[config.mk]
export PLATFORM = sky130hd
export DESIGN_NAME = mus_event_stream_parser
export DESIGN_NICKNAME = d
export VERILOG_FILES = /design/src/rtl/mesp_pkg.sv /design/src/rtl/mus_event_stream_parser.sv /design/src/rtl/mesp_parse_core.sv
export VERILOG_INCLUDE_DIRS = /design/src /design/src/rtl
export SDC_FILE = /design/constraint.sdc
export NUM_CORES = 1
export LEC_CHECK = 0
export BUFFER_PORTS_ARGS = -buffer_cell sky130_fd_sc_hd__clkbuf_2
export CORE_MARGIN = 3
export CORE_UTILIZATION = 40
export CTS_CLUSTER_DIAMETER = 80
export CTS_CLUSTER_SIZE = 10
export DETAILED_ROUTE_END_ITERATION = 12
export GPL_ROUTABILITY_DRIVEN = 0
export HOLD_SLACK_MARGIN = 0.15
export PLACE_DENSITY = 0.63
export SLEW_MARGIN = 20
export SYNTH_ARGS = -nofsm -noshare
export SYNTH_HDL_FRONTEND = slang
export SYNTH_SLANG_ARGS = --single-unit
[constraint.sdc]
create_clock -name clk -period 6.2 [get_ports clk]
set_clock_uncertainty 0.05 [all_clocks]
set_input_delay 1.24 -clock clk [delete_from_list [all_inputs] [get_ports clk]]
set_output_delay 1.24 -clock clk [all_outputs]
set_load 0.02 [all_outputs]
[src/rtl/mus_event_stream_parser_macros.svh]
// ----------------------------------------------------------------------------
// MUS event stream parser - assertion macros
// Shared concurrent check forms, clocked on clk and held off while in reset.
// ----------------------------------------------------------------------------
`ifndef MUS_EVENT_STREAM_PARSER_MACROS_SVH
`define MUS_EVENT_STREAM_PARSER_MACROS_SVH

// Same-cycle implication.
`define MESP_ASSERT_IMP(lbl, ante, cons, msg) \
    lbl: assert property (@(posedge clk) disable iff (!rst_n) (ante) |-> (cons)) \
        else $error(msg);

// Next-cycle implication.
`define MESP_ASSERT_NXT(lbl, ante, cons, msg) \
    lbl: assert property (@(posedge clk) disable iff (!rst_n) (ante) |=> (cons)) \
        else $error(msg);

`endif

[src/rtl/mesp_pkg.sv]
// ----------------------------------------------------------------------------
// MUS event stream parser - package
// Parse phases, event kinds, header type codes and the decoded event record.
// ----------------------------------------------------------------------------
`default_nettype none

package mesp_pkg;

    typedef enum logic [3:0] {
        PH_HEADER    = 4'd0,
        PH_RELEASE   = 4'd1,
        PH_PLAY_NOTE = 4'd2,
        PH_PLAY_VOL  = 4'd3,
        PH_BEND      = 4'd4,
        PH_SYSTEM    = 4'd5,
        PH_CTRL_NUM  = 4'd6,
        PH_CTRL_VAL  = 4'd7,
        PH_SKIP      = 4'd8,
        PH_DELAY     = 4'd9
    } mesp_phase_t;

    typedef enum logic [2:0] {
        K_RELEASE = 3'd0,
        K_PLAY    = 3'd1,
        K_BEND    = 3'd2,
        K_SYSTEM  = 3'd3,
        K_CTRL    = 3'd4,
        K_END     = 3'd5,
        K_UNKNOWN = 3'd6
    } mesp_kind_t;

    // Event type codes in bits 6..4 of a header byte
    localparam logic [2:0] TYPE_RELEASE = 3'd0;
    localparam logic [2:0] TYPE_PLAY    = 3'd1;
    localparam logic [2:0] TYPE_BEND    = 3'd2;
    localparam logic [2:0] TYPE_SYSTEM  = 3'd3;
    localparam logic [2:0] TYPE_CTRL    = 3'd4;
    localparam logic [2:0] TYPE_END     = 3'd6;

    localparam logic [6:0] VOLUME_DEFAULT = 7'd100;

    typedef struct packed {
        mesp_kind_t  event_kind;
        logic [3:0]  channel;
        logic [6:0]  note;
        logic [6:0]  volume;
        logic [6:0]  controller;
        logic [7:0]  value;
        logic        has_delay;
    } mesp_event_t;

endpackage

`default_nettype wire

[src/rtl/mus_event_stream_parser.sv]
// ----------------------------------------------------------------------------
// MUS event stream parser - top level
// Byte-wide score input, one decoded event out per completed score event.
// ----------------------------------------------------------------------------
// Usage:
//   Input channel (byte_valid / byte_stall) carries data_byte and score_start.
//   A transfer takes place on a rising edge with valid high and stall low.
//   Raise score_start with the first header byte of a score: stored volumes
//   return to 100 and the parser restarts before that byte is decoded.
//   Output channel (event_valid / event_stall) carries one decoded event for
//   each score event, produced by its last byte (header, payload or delay).
//   The last byte of an event passes the input register, then parse logic
//   that loads the event register and sets event_valid.
//   Throughput: one byte per cycle while event_stall is low, for header,
//   payload and delay bytes alike.
//   While event_stall holds a waiting event, a byte in the input register is
//   held there and byte_stall stays high until the event is taken; with the
//   input register empty one more byte is still accepted.
//   Reset clears both valid flags and the parse state and sets all volumes
//   to 100.
// ----------------------------------------------------------------------------
`default_nettype none
`include "mus_event_stream_parser_macros.svh"

module mus_event_stream_parser
    import mesp_pkg::*;
#(
    parameter int NUM_CHANNELS = 16,
    parameter int DELAY_BITS   = 28
)
(
    input  wire logic                   clk,
    input  wire logic                   rst_n,
    input  wire logic                   byte_valid,
    output logic                        byte_stall,
    input  wire logic [7:0]             data_byte,
    input  wire logic                   score_start,
    output logic                        event_valid,
    input  wire logic                   event_stall,
    output logic [2:0]                  event_kind,
    output logic [3:0]                  channel,
    output logic [6:0]                  note,
    output logic [6:0]                  volume,
    output logic [6:0]                  controller,
    output logic [7:0]                  value,
    output logic [DELAY_BITS-1:0]       delay_ticks,
    output logic                        has_delay
);

    logic                   in_valid_reg, in_valid_next;
    logic [7:0]             in_byte_reg;
    logic                   in_start_reg;
    logic                   out_valid_reg, out_valid_next;
    mesp_event_t            out_ev_reg;
    logic [DELAY_BITS-1:0]  out_delay_reg;

    logic                   out_free;
    logic                   take;
    logic                   emit;
    mesp_event_t            ev;
    logic [DELAY_BITS-1:0]  ev_delay;

    assign out_free   = !out_valid_reg || !event_stall;
    assign take       = in_valid_reg && out_free;
    assign byte_stall = in_valid_reg && !out_free;

    mesp_parse_core #(
        .NUM_CHANNELS (NUM_CHANNELS),
        .DELAY_BITS   (DELAY_BITS)
    ) u_core (
        .clk         (clk),
        .rst_n       (rst_n),
        .take        (take),
        .data_byte   (in_byte_reg),
        .score_start (in_start_reg),
        .emit        (emit),
        .ev          (ev),
        .delay_ticks (ev_delay)
    );

    always_comb
    begin
        in_valid_next  = byte_stall ? in_valid_reg : byte_valid;
        out_valid_next = out_free ? emit : out_valid_reg;
    end

    always_ff @(posedge clk or negedge rst_n)
    begin
        if (!rst_n)
        begin
            in_valid_reg  <= 1'b0;
            out_valid_reg <= 1'b0;
        end
        else
        begin
            in_valid_reg  <= in_valid_next;
            out_valid_reg <= out_valid_next;
        end
    end

    // Payload registers: input side loads on transfer, event side on emit; hold otherwise
    always_ff @(posedge clk)
    begin
        if (byte_valid && !byte_stall)
        begin
            in_byte_reg  <= data_byte;
            in_start_reg <= score_start;
        end
        if (emit)
        begin
            out_ev_reg    <= ev;
            out_delay_reg <= ev_delay;
        end
    end

    assign event_valid = out_valid_reg;
    assign event_kind  = out_ev_reg.event_kind;
    assign channel     = out_ev_reg.channel;
    assign note        = out_ev_reg.note;
    assign volume      = out_ev_reg.volume;
    assign controller  = out_ev_reg.controller;
    assign value       = out_ev_reg.value;
    assign has_delay   = out_ev_reg.has_delay;
    assign delay_ticks = out_delay_reg;

    `MESP_ASSERT_IMP(a_emit_has_room, emit, out_free, "event produced with output slot full")
    `MESP_ASSERT_IMP(a_stall_from_output, byte_stall, out_valid_reg && event_stall, "input stalled without output back-pressure")
    `MESP_ASSERT_NXT(a_byte_held, in_valid_reg && !out_free, in_valid_reg && $stable(in_byte_reg), "held byte lost while output stalled")

endmodule

`default_nettype wire

[src/rtl/mesp_parse_core.sv]
// ----------------------------------------------------------------------------
// MUS event stream parser - parse core
// Per-byte parse state, per-channel volume table and decoded event build.
// ----------------------------------------------------------------------------
`default_nettype none
`include "mus_event_stream_parser_macros.svh"

module mesp_parse_core
    import mesp_pkg::*;
#(
    parameter int NUM_CHANNELS = 16,
    parameter int DELAY_BITS   = 28
)
(
    input  wire logic                  clk,
    input  wire logic                  rst_n,
    input  wire logic                  take,
    input  wire logic [7:0]            data_byte,
    input  wire logic                  score_start,
    output logic                       emit,
    output mesp_event_t                ev,
    output logic [DELAY_BITS-1:0]      delay_ticks
);

    localparam int ChW = $clog2(NUM_CHANNELS);
    localparam logic [DELAY_BITS-1:0] DelayMax = {DELAY_BITS{1'b1}};

    mesp_phase_t             phase_reg, phase_next, phase_eff;
    mesp_kind_t              kind_reg, kind_next;
    logic [3:0]              chan_reg, chan_next;
    logic                    flag_reg, flag_next;
    logic [6:0]              note_reg, note_next;
    logic [6:0]              ctrl_reg, ctrl_next;
    logic [7:0]              value_reg, value_next;
    logic [DELAY_BITS-1:0]   accum_reg, accum_next;
    logic [6:0]              vol_reg [NUM_CHANNELS];

    logic                    emit_raw;
    logic                    finish;
    logic                    vol_wr;
    logic                    delay_sat;
    logic [DELAY_BITS+6:0]   delay_ext;
    logic [6:0]              vol_src;

    assign delay_sat = |accum_reg[DELAY_BITS-1 -: 7];
    assign delay_ext = {accum_reg, data_byte[6:0]};

    always_comb
    begin
        phase_eff  = score_start ? PH_HEADER : phase_reg;
        phase_next = phase_reg;
        kind_next  = kind_reg;
        chan_next  = chan_reg;
        flag_next  = flag_reg;
        note_next  = note_reg;
        ctrl_next  = ctrl_reg;
        value_next = value_reg;
        accum_next = accum_reg;
        emit_raw   = 1'b0;
        finish     = 1'b0;
        vol_wr     = 1'b0;

        case (phase_eff)
            PH_HEADER:
            begin
                chan_next  = data_byte[3:0];
                flag_next  = data_byte[7];
                note_next  = '0;
                ctrl_next  = '0;
                value_next = '0;
                accum_next = '0;
                case (data_byte[6:4])
                    TYPE_RELEASE:
                    begin
                        kind_next  = K_RELEASE;
                        phase_next = PH_RELEASE;
                    end
                    TYPE_PLAY:
                    begin
                        kind_next  = K_PLAY;
                        phase_next = PH_PLAY_NOTE;
                    end
                    TYPE_BEND:
                    begin
                        kind_next  = K_BEND;
                        phase_next = PH_BEND;
                    end
                    TYPE_SYSTEM:
                    begin
                        kind_next  = K_SYSTEM;
                        phase_next = PH_SYSTEM;
                    end
                    TYPE_CTRL:
                    begin
                        kind_next  = K_CTRL;
                        phase_next = PH_CTRL_NUM;
                    end
                    TYPE_END:
                    begin
                        // no payload and no delay bytes, even with the delay bit set
                        kind_next  = K_END;
                        phase_next = PH_HEADER;
                        emit_raw   = 1'b1;
                    end
                    default:
                    begin
                        kind_next  = K_UNKNOWN;
                        phase_next = PH_SKIP;
                    end
                endcase
            end
            PH_RELEASE:
            begin
                note_next = data_byte[6:0];
                finish    = 1'b1;
            end
            PH_PLAY_NOTE:
            begin
                note_next = data_byte[6:0];
                if (data_byte[7])
                begin
                    phase_next = PH_PLAY_VOL;
                end
                else
                begin
                    finish = 1'b1;
                end
            end
            PH_PLAY_VOL:
            begin
                vol_wr = 1'b1;
                finish = 1'b1;
            end
            PH_BEND:
            begin
                value_next = data_byte;
                finish     = 1'b1;
            end
            PH_SYSTEM, PH_CTRL_VAL:
            begin
                value_next = {1'b0, data_byte[6:0]};
                finish     = 1'b1;
            end
            PH_CTRL_NUM:
            begin
                ctrl_next  = data_byte[6:0];
                phase_next = PH_CTRL_VAL;
            end
            PH_SKIP:
            begin
                finish = 1'b1;
            end
            PH_DELAY:
            begin
                // saturate once another digit would overflow the accumulator
                accum_next = delay_sat ? DelayMax : delay_ext[DELAY_BITS-1:0];
                if (!data_byte[7])
                begin
                    emit_raw   = 1'b1;
                    phase_next = PH_HEADER;
                end
            end
            default:
            begin
                phase_next = PH_HEADER;
                kind_next  = K_RELEASE;
                chan_next  = '0;
                flag_next  = 1'b0;
                note_next  = '0;
                ctrl_next  = '0;
                value_next = '0;
                accum_next = '0;
            end
        endcase

        if (finish)
        begin
            if (flag_next)
            begin
                accum_next = '0;
                phase_next = PH_DELAY;
            end
            else
            begin
                emit_raw   = 1'b1;
                phase_next = PH_HEADER;
            end
        end
    end

    // A new volume byte is used by the event that carries it
    assign vol_src = (phase_eff == PH_PLAY_VOL) ? data_byte[6:0]
                                                : vol_reg[chan_next[ChW-1:0]];

    always_comb
    begin
        ev.event_kind = kind_next;
        ev.channel    = chan_next;
        ev.note       = (kind_next == K_RELEASE || kind_next == K_PLAY) ? note_next : '0;
        ev.volume     = (kind_next == K_PLAY) ? vol_src : '0;
        ev.controller = (kind_next == K_CTRL) ? ctrl_next : '0;
        ev.value      = (kind_next == K_BEND || kind_next == K_SYSTEM || kind_next == K_CTRL)
                        ? value_next : '0;
        ev.has_delay  = flag_next;
        delay_ticks   = (flag_next && kind_next != K_END) ? accum_next : '0;
    end

    assign emit = take && emit_raw;

    always_ff @(posedge clk or negedge rst_n)
    begin
        if (!rst_n)
        begin
            phase_reg <= PH_HEADER;
            kind_reg  <= K_RELEASE;
            chan_reg  <= '0;
            flag_reg  <= 1'b0;
            note_reg  <= '0;
            ctrl_reg  <= '0;
            value_reg <= '0;
            accum_reg <= '0;
        end
        else if (take)
        begin
            phase_reg <= phase_next;
            kind_reg  <= kind_next;
            chan_reg  <= chan_next;
            flag_reg  <= flag_next;
            note_reg  <= note_next;
            ctrl_reg  <= ctrl_next;
            value_reg <= value_next;
            accum_reg <= accum_next;
        end
    end

    always_ff @(posedge clk or negedge rst_n)
    begin
        if (!rst_n)
        begin
            for (int i = 0; i < NUM_CHANNELS; i++)
            begin
                vol_reg[i] <= VOLUME_DEFAULT;
            end
        end
        else if (take && score_start)
        begin
            for (int i = 0; i < NUM_CHANNELS; i++)
            begin
                vol_reg[i] <= VOLUME_DEFAULT;
            end
        end
        else if (take && vol_wr)
        begin
            vol_reg[chan_reg[ChW-1:0]] <= data_byte[6:0];
        end
    end

    `MESP_ASSERT_IMP(a_delay_needs_flag, phase_reg == PH_DELAY, flag_reg, "delay phase without delay flag")
    `MESP_ASSERT_IMP(a_volume_only_play, emit && ev.event_kind != K_PLAY, ev.volume == 7'd0, "volume on non-play event")
    `MESP_ASSERT_NXT(a_start_is_header, take && score_start, phase_reg != PH_DELAY && phase_reg != PH_PLAY_VOL && phase_reg != PH_CTRL_VAL, "score start did not restart at a header")

endmodule

`default_nettype wire

After elaboration in Yosys (flattened, before gate mapping)
Index checks and enable logic that the tools add are counted.
Word-level totals
  output and inout bits: 67
  flip-flop bits (word level): 250
  input bits: 13
  logic and storage cells: 127
Operators by class
  multiplexer cells: 34
  order comparisons: 3
  eq/ne operators: 22
  reduce and logical (&&, ||, !) cells: 30
  bitwise logic cells: 2
Operator list (count)
  two-way mux 112 bit: 2
  bitwise mux 112 bit: 1
  two-way mux 28 bit: 3
  case mux 28 bit (2 select lines): 1
  binary-select mux 7 bit (select 4 bit): 1
  demux 7 bit (select 4 bit): 1
  two-way mux 7 bit: 4
  case mux 7 bit (2 select lines): 2
  case mux 4 bit (6 select lines): 1
  case mux 8 bit (3 select lines): 1
  two-way mux 4 bit: 5
  case mux 4 bit (5 select lines): 1
  case mux 3 bit (6 select lines): 1
  == test 4 x 3 -> 1 bit (second input constant): 4
  OR reduction 8 bit: 2
  OR reduction 7 bit: 2
  == test 3 x 2 -> 1 bit (second input constant): 4
  OR reduction 6 bit: 2
  >= comparator 5 bit (second input constant): 2
  NOT 4 -> 5 bit: 2
  == test 3 bit (second input constant): 3
  OR reduction 9 bit: 1
  == test 4 x 2 -> 1 bit (second input constant): 2
  == test 4 bit (second input constant): 2
  18 further kinds: 41

Depth between registers and ports, before layout
  depth in word-level cells: 9
  gate-level depth with buffers: 13
  depth with buffers taken out: 8

Hierarchy
From an unflattened synthesis, not the netlist that was laid out.
Unflattened totals
  cell total of the unflattened synthesis: 1098
  area, all modules: 11571.1 µm²
Modules (own cells, without submodules)
  mesp_parse_core: area an instance 9256.4 µm², cells each 1016, times used 1, sequential area each 4414.2 µm²
  mus_event_stream_parser: area an instance 2314.7 µm², cells each 82, times used 1, sequential area each 2272.2 µm²

Worst setup path after synthesis
OpenSTA, ideal clock, no wires.
  kind: input port to flip-flop
  start point: input event_stall
  end point: register out_ev_reg (netlist bit channel[0]) (enable)
  setup slack: 682 ps
  required time: 5639 ps
  buffers on the path: 2
  setup time: 511 ps
  data arrival time: 4956 ps
  cell stages on the path: 5
  cells stage by stage: nand2_1 nand2_1 clkbuf_1 clkbuf_1 a21oi_1
Between the ends
  longest elaborated chain between the ends: 4
RTL lines
  from (decl): RTL line mus_event_stream_parser.sv:39  | input wire logic event_stall,
  zero test 1 bit: RTL line mus_event_stream_parser.sv:63  | assign out_free = !out_valid_reg || !event_stall;
  logical OR 1 bit: RTL line mus_event_stream_parser.sv:63
  logical AND 1 bit: RTL line mus_event_stream_parser.sv:64  | assign take = in_valid_reg && out_free;
  logical AND 1 bit: RTL line mesp_parse_core.sv:208  | assign emit = take && emit_raw;
  via emit: RTL line mus_event_stream_parser.sv:59  | logic emit;
  to (signal assigned): RTL line mus_event_stream_parser.sv:111  | out_ev_reg <= ev;
  to (decl): RTL line mus_event_stream_parser.sv:54  | mesp_event_t out_ev_reg;
The timed path passes the listed nets, and every way through them passes these cells.
A chain may end at the register's enable or synchronous reset.

Worst setup path in the final report
  start point: register in_start_reg
  end point: register out_ev_reg (netlist bit volume[6]), data pin
Between the ends
  longest elaborated chain between the ends: 9
  elaborated cells between the ends (all ways): 20
  those cells by class: eq/ne: 10; mux: 7; bitwise: 1; reduce/logical: 2
RTL lines
  from (decl): RTL line mus_event_stream_parser.sv:52  | logic in_start_reg;
  from (signal assigned): RTL line mus_event_stream_parser.sv:107  | in_start_reg <= score_start;
  two-way mux 4 bit (*): RTL line mesp_parse_core.sv:50  | phase_eff = score_start ? PH_HEADER : phase_reg;
  == test 4 x 3 -> 1 bit (tied with other cells): RTL line mesp_parse_core.sv:63  | case (phase_eff)
  OR reduction 9 bit (no line)
  case mux 4 bit (2 select lines): RTL line mesp_parse_core.sv:63
  NOT 4 -> 5 bit (not written as such): RTL line mesp_parse_core.sv:193  | : vol_reg[chan_next[ChW-1:0]];
  binary-select mux 7 bit (select 4 bit): RTL line mesp_parse_core.sv:193
  two-way mux 7 bit (not written as such) (2 in a row): RTL line mesp_parse_core.sv:193
  two-way mux 7 bit: RTL line mesp_parse_core.sv:192  | assign vol_src = (phase_eff == PH_PLAY_VOL) ? data_byte[6:0]
Mark *: on every way between the ends. The rest lies on a longest branch, timed or not. The select of a mux whose other input is x is not followed.

==> reports/results.txt <==
outcome -> finished, final reports clean
final routed DRC violation total -> 0
worst ir drop on vdd -> 0.160 mV
Leakage -> 5.49 nW
count of instances resized after the clock tree is built -> 0
RSZ-0062 raised after global routing -> false
CTS H-tree depth -> 1
Detail Route met2 WL -> 13600 um
Post-CTS Hold Buffers -> 0
Worst Max-Slew Pin Slew -> 1.11 ns
Routed Antenna Nets -> 0
crit path time final -> 3.90 ns
Synth area leaders -> sky130_fd_sc_hd__dfrtp_1, sky130_fd_sc_hd__edfxtp_1, sky130_fd_sc_hd__dfstp_2
final count of negative-setup-slack endpoints -> 0
Avg Synthesized Cell Area -> 10.0 um^2
area enclosed by the die boundary -> 0.0316 mm^2
io pins -> 80
TritonCTS clock tree -> built
pin count of the biggest net entering global routing -> 100
count of filler cells inserted in the layout -> 2739
Die Span Y -> 178 um
Area after DPL -> 0.0125 mm^2
Max Transition Viols Final -> 0
type of the most critical hold path -> flip-flop to flip-flop
mux share of post-synthesis cell area -> 9.06%
Placed Instances -> 1569
effective utilization at floorplan -> 40.8%
horizontal die dimension -> 178 um
Required @ worst endpoint -> 6.44 ns
critical path class -> flip-flop to flip-flop
clock tree sinks -> 250
Slew Limit Headroom -> 25.5%
Post-Synthesis Cell Area -> 0.0118 mm^2
initial antenna violation count -> 1
sequential-to-total area share from yosys stat -> 56.6%
maximum capacitance violations -> 0
Yosys warning count -> 0
Starting DRT DRC Count -> 683
number of buffers on the longest clock path -> 3
number of global-route vias before repair -> 8628
post-synthesis cell type with the largest combined area -> sky130_fd_sc_hd__dfrtp_1
maximum achievable frequency -> 0.257 GHz
number of antenna repair diodes -> 0
number of placement rows -> 62
most common library cell in the layout ignoring fill and taps -> sky130_fd_sc_hd__nand2_1
Layout area overhead -> 12.7%
Detailed Route WL -> 29800 um
final net count -> 1230
Cells after Synth -> 1175
Global Route Usage Sum -> 18.9%
async set-or-reset flop fraction in the synthesized netlist -> 70.4%
non-filler instance count after layout -> 1622
count of input and output buffers -> 79
DR vias -> 8884
amount of wire on met3 after detailed routing -> 1510 um
clock transition at the registers of the reported paths -> 0.06 ns
EDFF count, synth -> 74
share of the synthesized area in the top cell type -> 27.1%
number of endpoints with negative hold slack in the final report -> 0
detailed-router iteration count before antenna repair -> 5
Vias per Instance -> 5.48
net count after synthesis -> 1188
detailed placement HPWL -> 18700 um
dominant synthesized flop cell -> sky130_fd_sc_hd__dfrtp_1
power per cell area -> 364 mW/mm^2
post-synthesis simple-gate area fraction -> 19.4%
top library cells by usage in the layout, fill and taps aside -> sky130_fd_sc_hd__nand2_1, sky130_fd_sc_hd__dfrtp_1, sky130_fd_sc_hd__nor2_1
kind of end point of the critical path -> flip-flop
WP data arrival -> 4.13 ns
number of flip-flops and latches in the synthesized netlist -> 250
largest driver fanout on the critical path -> 26
Synth Area in Adders -> 0%
flip-flop count of the largest register after layout -> 112
clock insertion delay at the later pin of the skew report -> 0.56 ns
Metal-1 WL -> 13500 um
main combinational cell family by area after synthesis -> simple AND/OR/NAND/NOR gates
wire length of the first global-routing pass -> 47700 um
sum of negative setup slack -> 0 ns
Hold Slack -> 0.433 ns
synthesized-area fraction occupied by xor and xnor cells -> 0.223%
CTS buffer count -> 29
area of the core -> 0.0289 mm^2
Finished Cell Area -> 0.0133 mm^2
distinct cell type count of the synthesized netlist -> 58
Overflow after GRT -> 0
Compound-Gate Fraction of Synth Area -> 10.9%
critical path launch point type -> flip-flop
topmost layer with routed signal wires -> met5
fraction of final layout cells with drive strength greater than 1 -> 17.4%
Final period util -> 62.8%
# Post-CTS Setup Buffers -> 0
master cell of the clock root buffer -> sky130_fd_sc_hd__clkbuf_16
average routed wire per standard cell -> 18.4 um
==> worst paths after layout <==
path,startpoint,endpoint,slack (ns),cells past startpoint
max reg2reg,in_start_reg,volume[6],2.30,6
min in group asynchronous,rst_n,u_core.vol_reg[43],0.75,1
max in group asynchronous,rst_n,u_core.vol_reg[7],4.24,2
min reg2reg,u_core.value_reg[7],u_core.value_reg[7],0.43,2
max,in_start_reg,volume[6],2.30,6
min,u_core.value_reg[7],u_core.value_reg[7],0.43,2
==> worst max-delay path, cell delays in order, from the launching register on <==
cell and delay, ns:
sky130_fd_sc_hd__edfxtp_1 0.95, sky130_fd_sc_hd__or2_1 0.63, sky130_fd_sc_hd__o21a_2 0.72, sky130_fd_sc_hd__buf_4 0.46
sky130_fd_sc_hd__mux4_2 0.59, sky130_fd_sc_hd__nand3_1 0.10, sky130_fd_sc_hd__nand4_1 0.10
==> through the flow <==
stage / setup WS, ns / util, % / total power [W]
floorplan: 0.682 / - / 0.00298
global placement: 2.39 / 43.1 / 0.00332
detailed placement: 2.31 / 43.1 / 0.00333
CTS: 2.30 / 45.9 / 0.00487
global route: 2.02 / 46.0 / 0.00509
finish: 2.30 / 46.0 / 0.00485
==> per-layer routing <==
layer  vias up  global-route usage (%)
met5         -                       0
met4         2                    6.81
met3        72                    3.34
met2       238                    29.3
met1      4393                    26.6
li1       4179                       -
==> layout make-up <==
type | instances | area (um^2) | share of cell area (%)
flip-flops and latches | 250 | 6690 | 50.3
clock buffers | 50 | 805 | 6.05
well taps | 384 | 480 | 3.61
inverters | 17 | 63.8 | 0.480
clock inverters | 2 | 17.5 | 0.132
multi-input cells | 822 | 4700 | 35.4
repair buffers | 97 | 544 | 4.09
==> cell families after synthesis <==
family	Yosys count
AOI/OAI and AO/OA	203
xor gates and xnor gates	3
buffers and inverters	103
DFF	250
muxes	89
and+or+nand+nor	527
==> cells in the mapped netlist, types with 3 or more instances <==
library cell               count
sky130_fd_sc_hd__a22o_1       21
sky130_fd_sc_hd__inv_1        16
sky130_fd_sc_hd__nand2_1     270
sky130_fd_sc_hd__nor4_1        5
sky130_fd_sc_hd__nor3_1        6
sky130_fd_sc_hd__nor2_2        4
sky130_fd_sc_hd__buf_2        13
sky130_fd_sc_hd__o21ai_1       6
sky130_fd_sc_hd__mux2i_1      72
sky130_fd_sc_hd__clkbuf_1     60
sky130_fd_sc_hd__o21a_1        4
sky130_fd_sc_hd__edfxtp_1     74
sky130_fd_sc_hd__nand3_1      77
sky130_fd_sc_hd__dfstp_2      48
sky130_fd_sc_hd__and2_1        4
sky130_fd_sc_hd__buf_1         6
sky130_fd_sc_hd__dfrtp_1     128
sky130_fd_sc_hd__mux4_2       14
sky130_fd_sc_hd__a21oi_1      43
sky130_fd_sc_hd__nor2_1      117
sky130_fd_sc_hd__a22oi_1      22
sky130_fd_sc_hd__nor2_4        3
sky130_fd_sc_hd__and3_1        3
sky130_fd_sc_hd__a32oi_1      10
sky130_fd_sc_hd__nand2b_1      5
sky130_fd_sc_hd__o21ai_0      81
sky130_fd_sc_hd__mux2_2        3
sky130_fd_sc_hd__nor2b_1       6
sky130_fd_sc_hd__nand4_1      14
sky130_fd_sc_hd__buf_4         4
==> power by group <==
group	total [W]	leakage [nW]	internal (W)	switching, W
combinational	0.00124	2.13	0.000342	0.000899
sequential	0.00208	2.97	0.00190	0.000179
clock	0.00153	0.391	0.000872	0.000657
total	0.00485	5.49	0.00311	0.00173
Power figures use the tool's default switching activity.
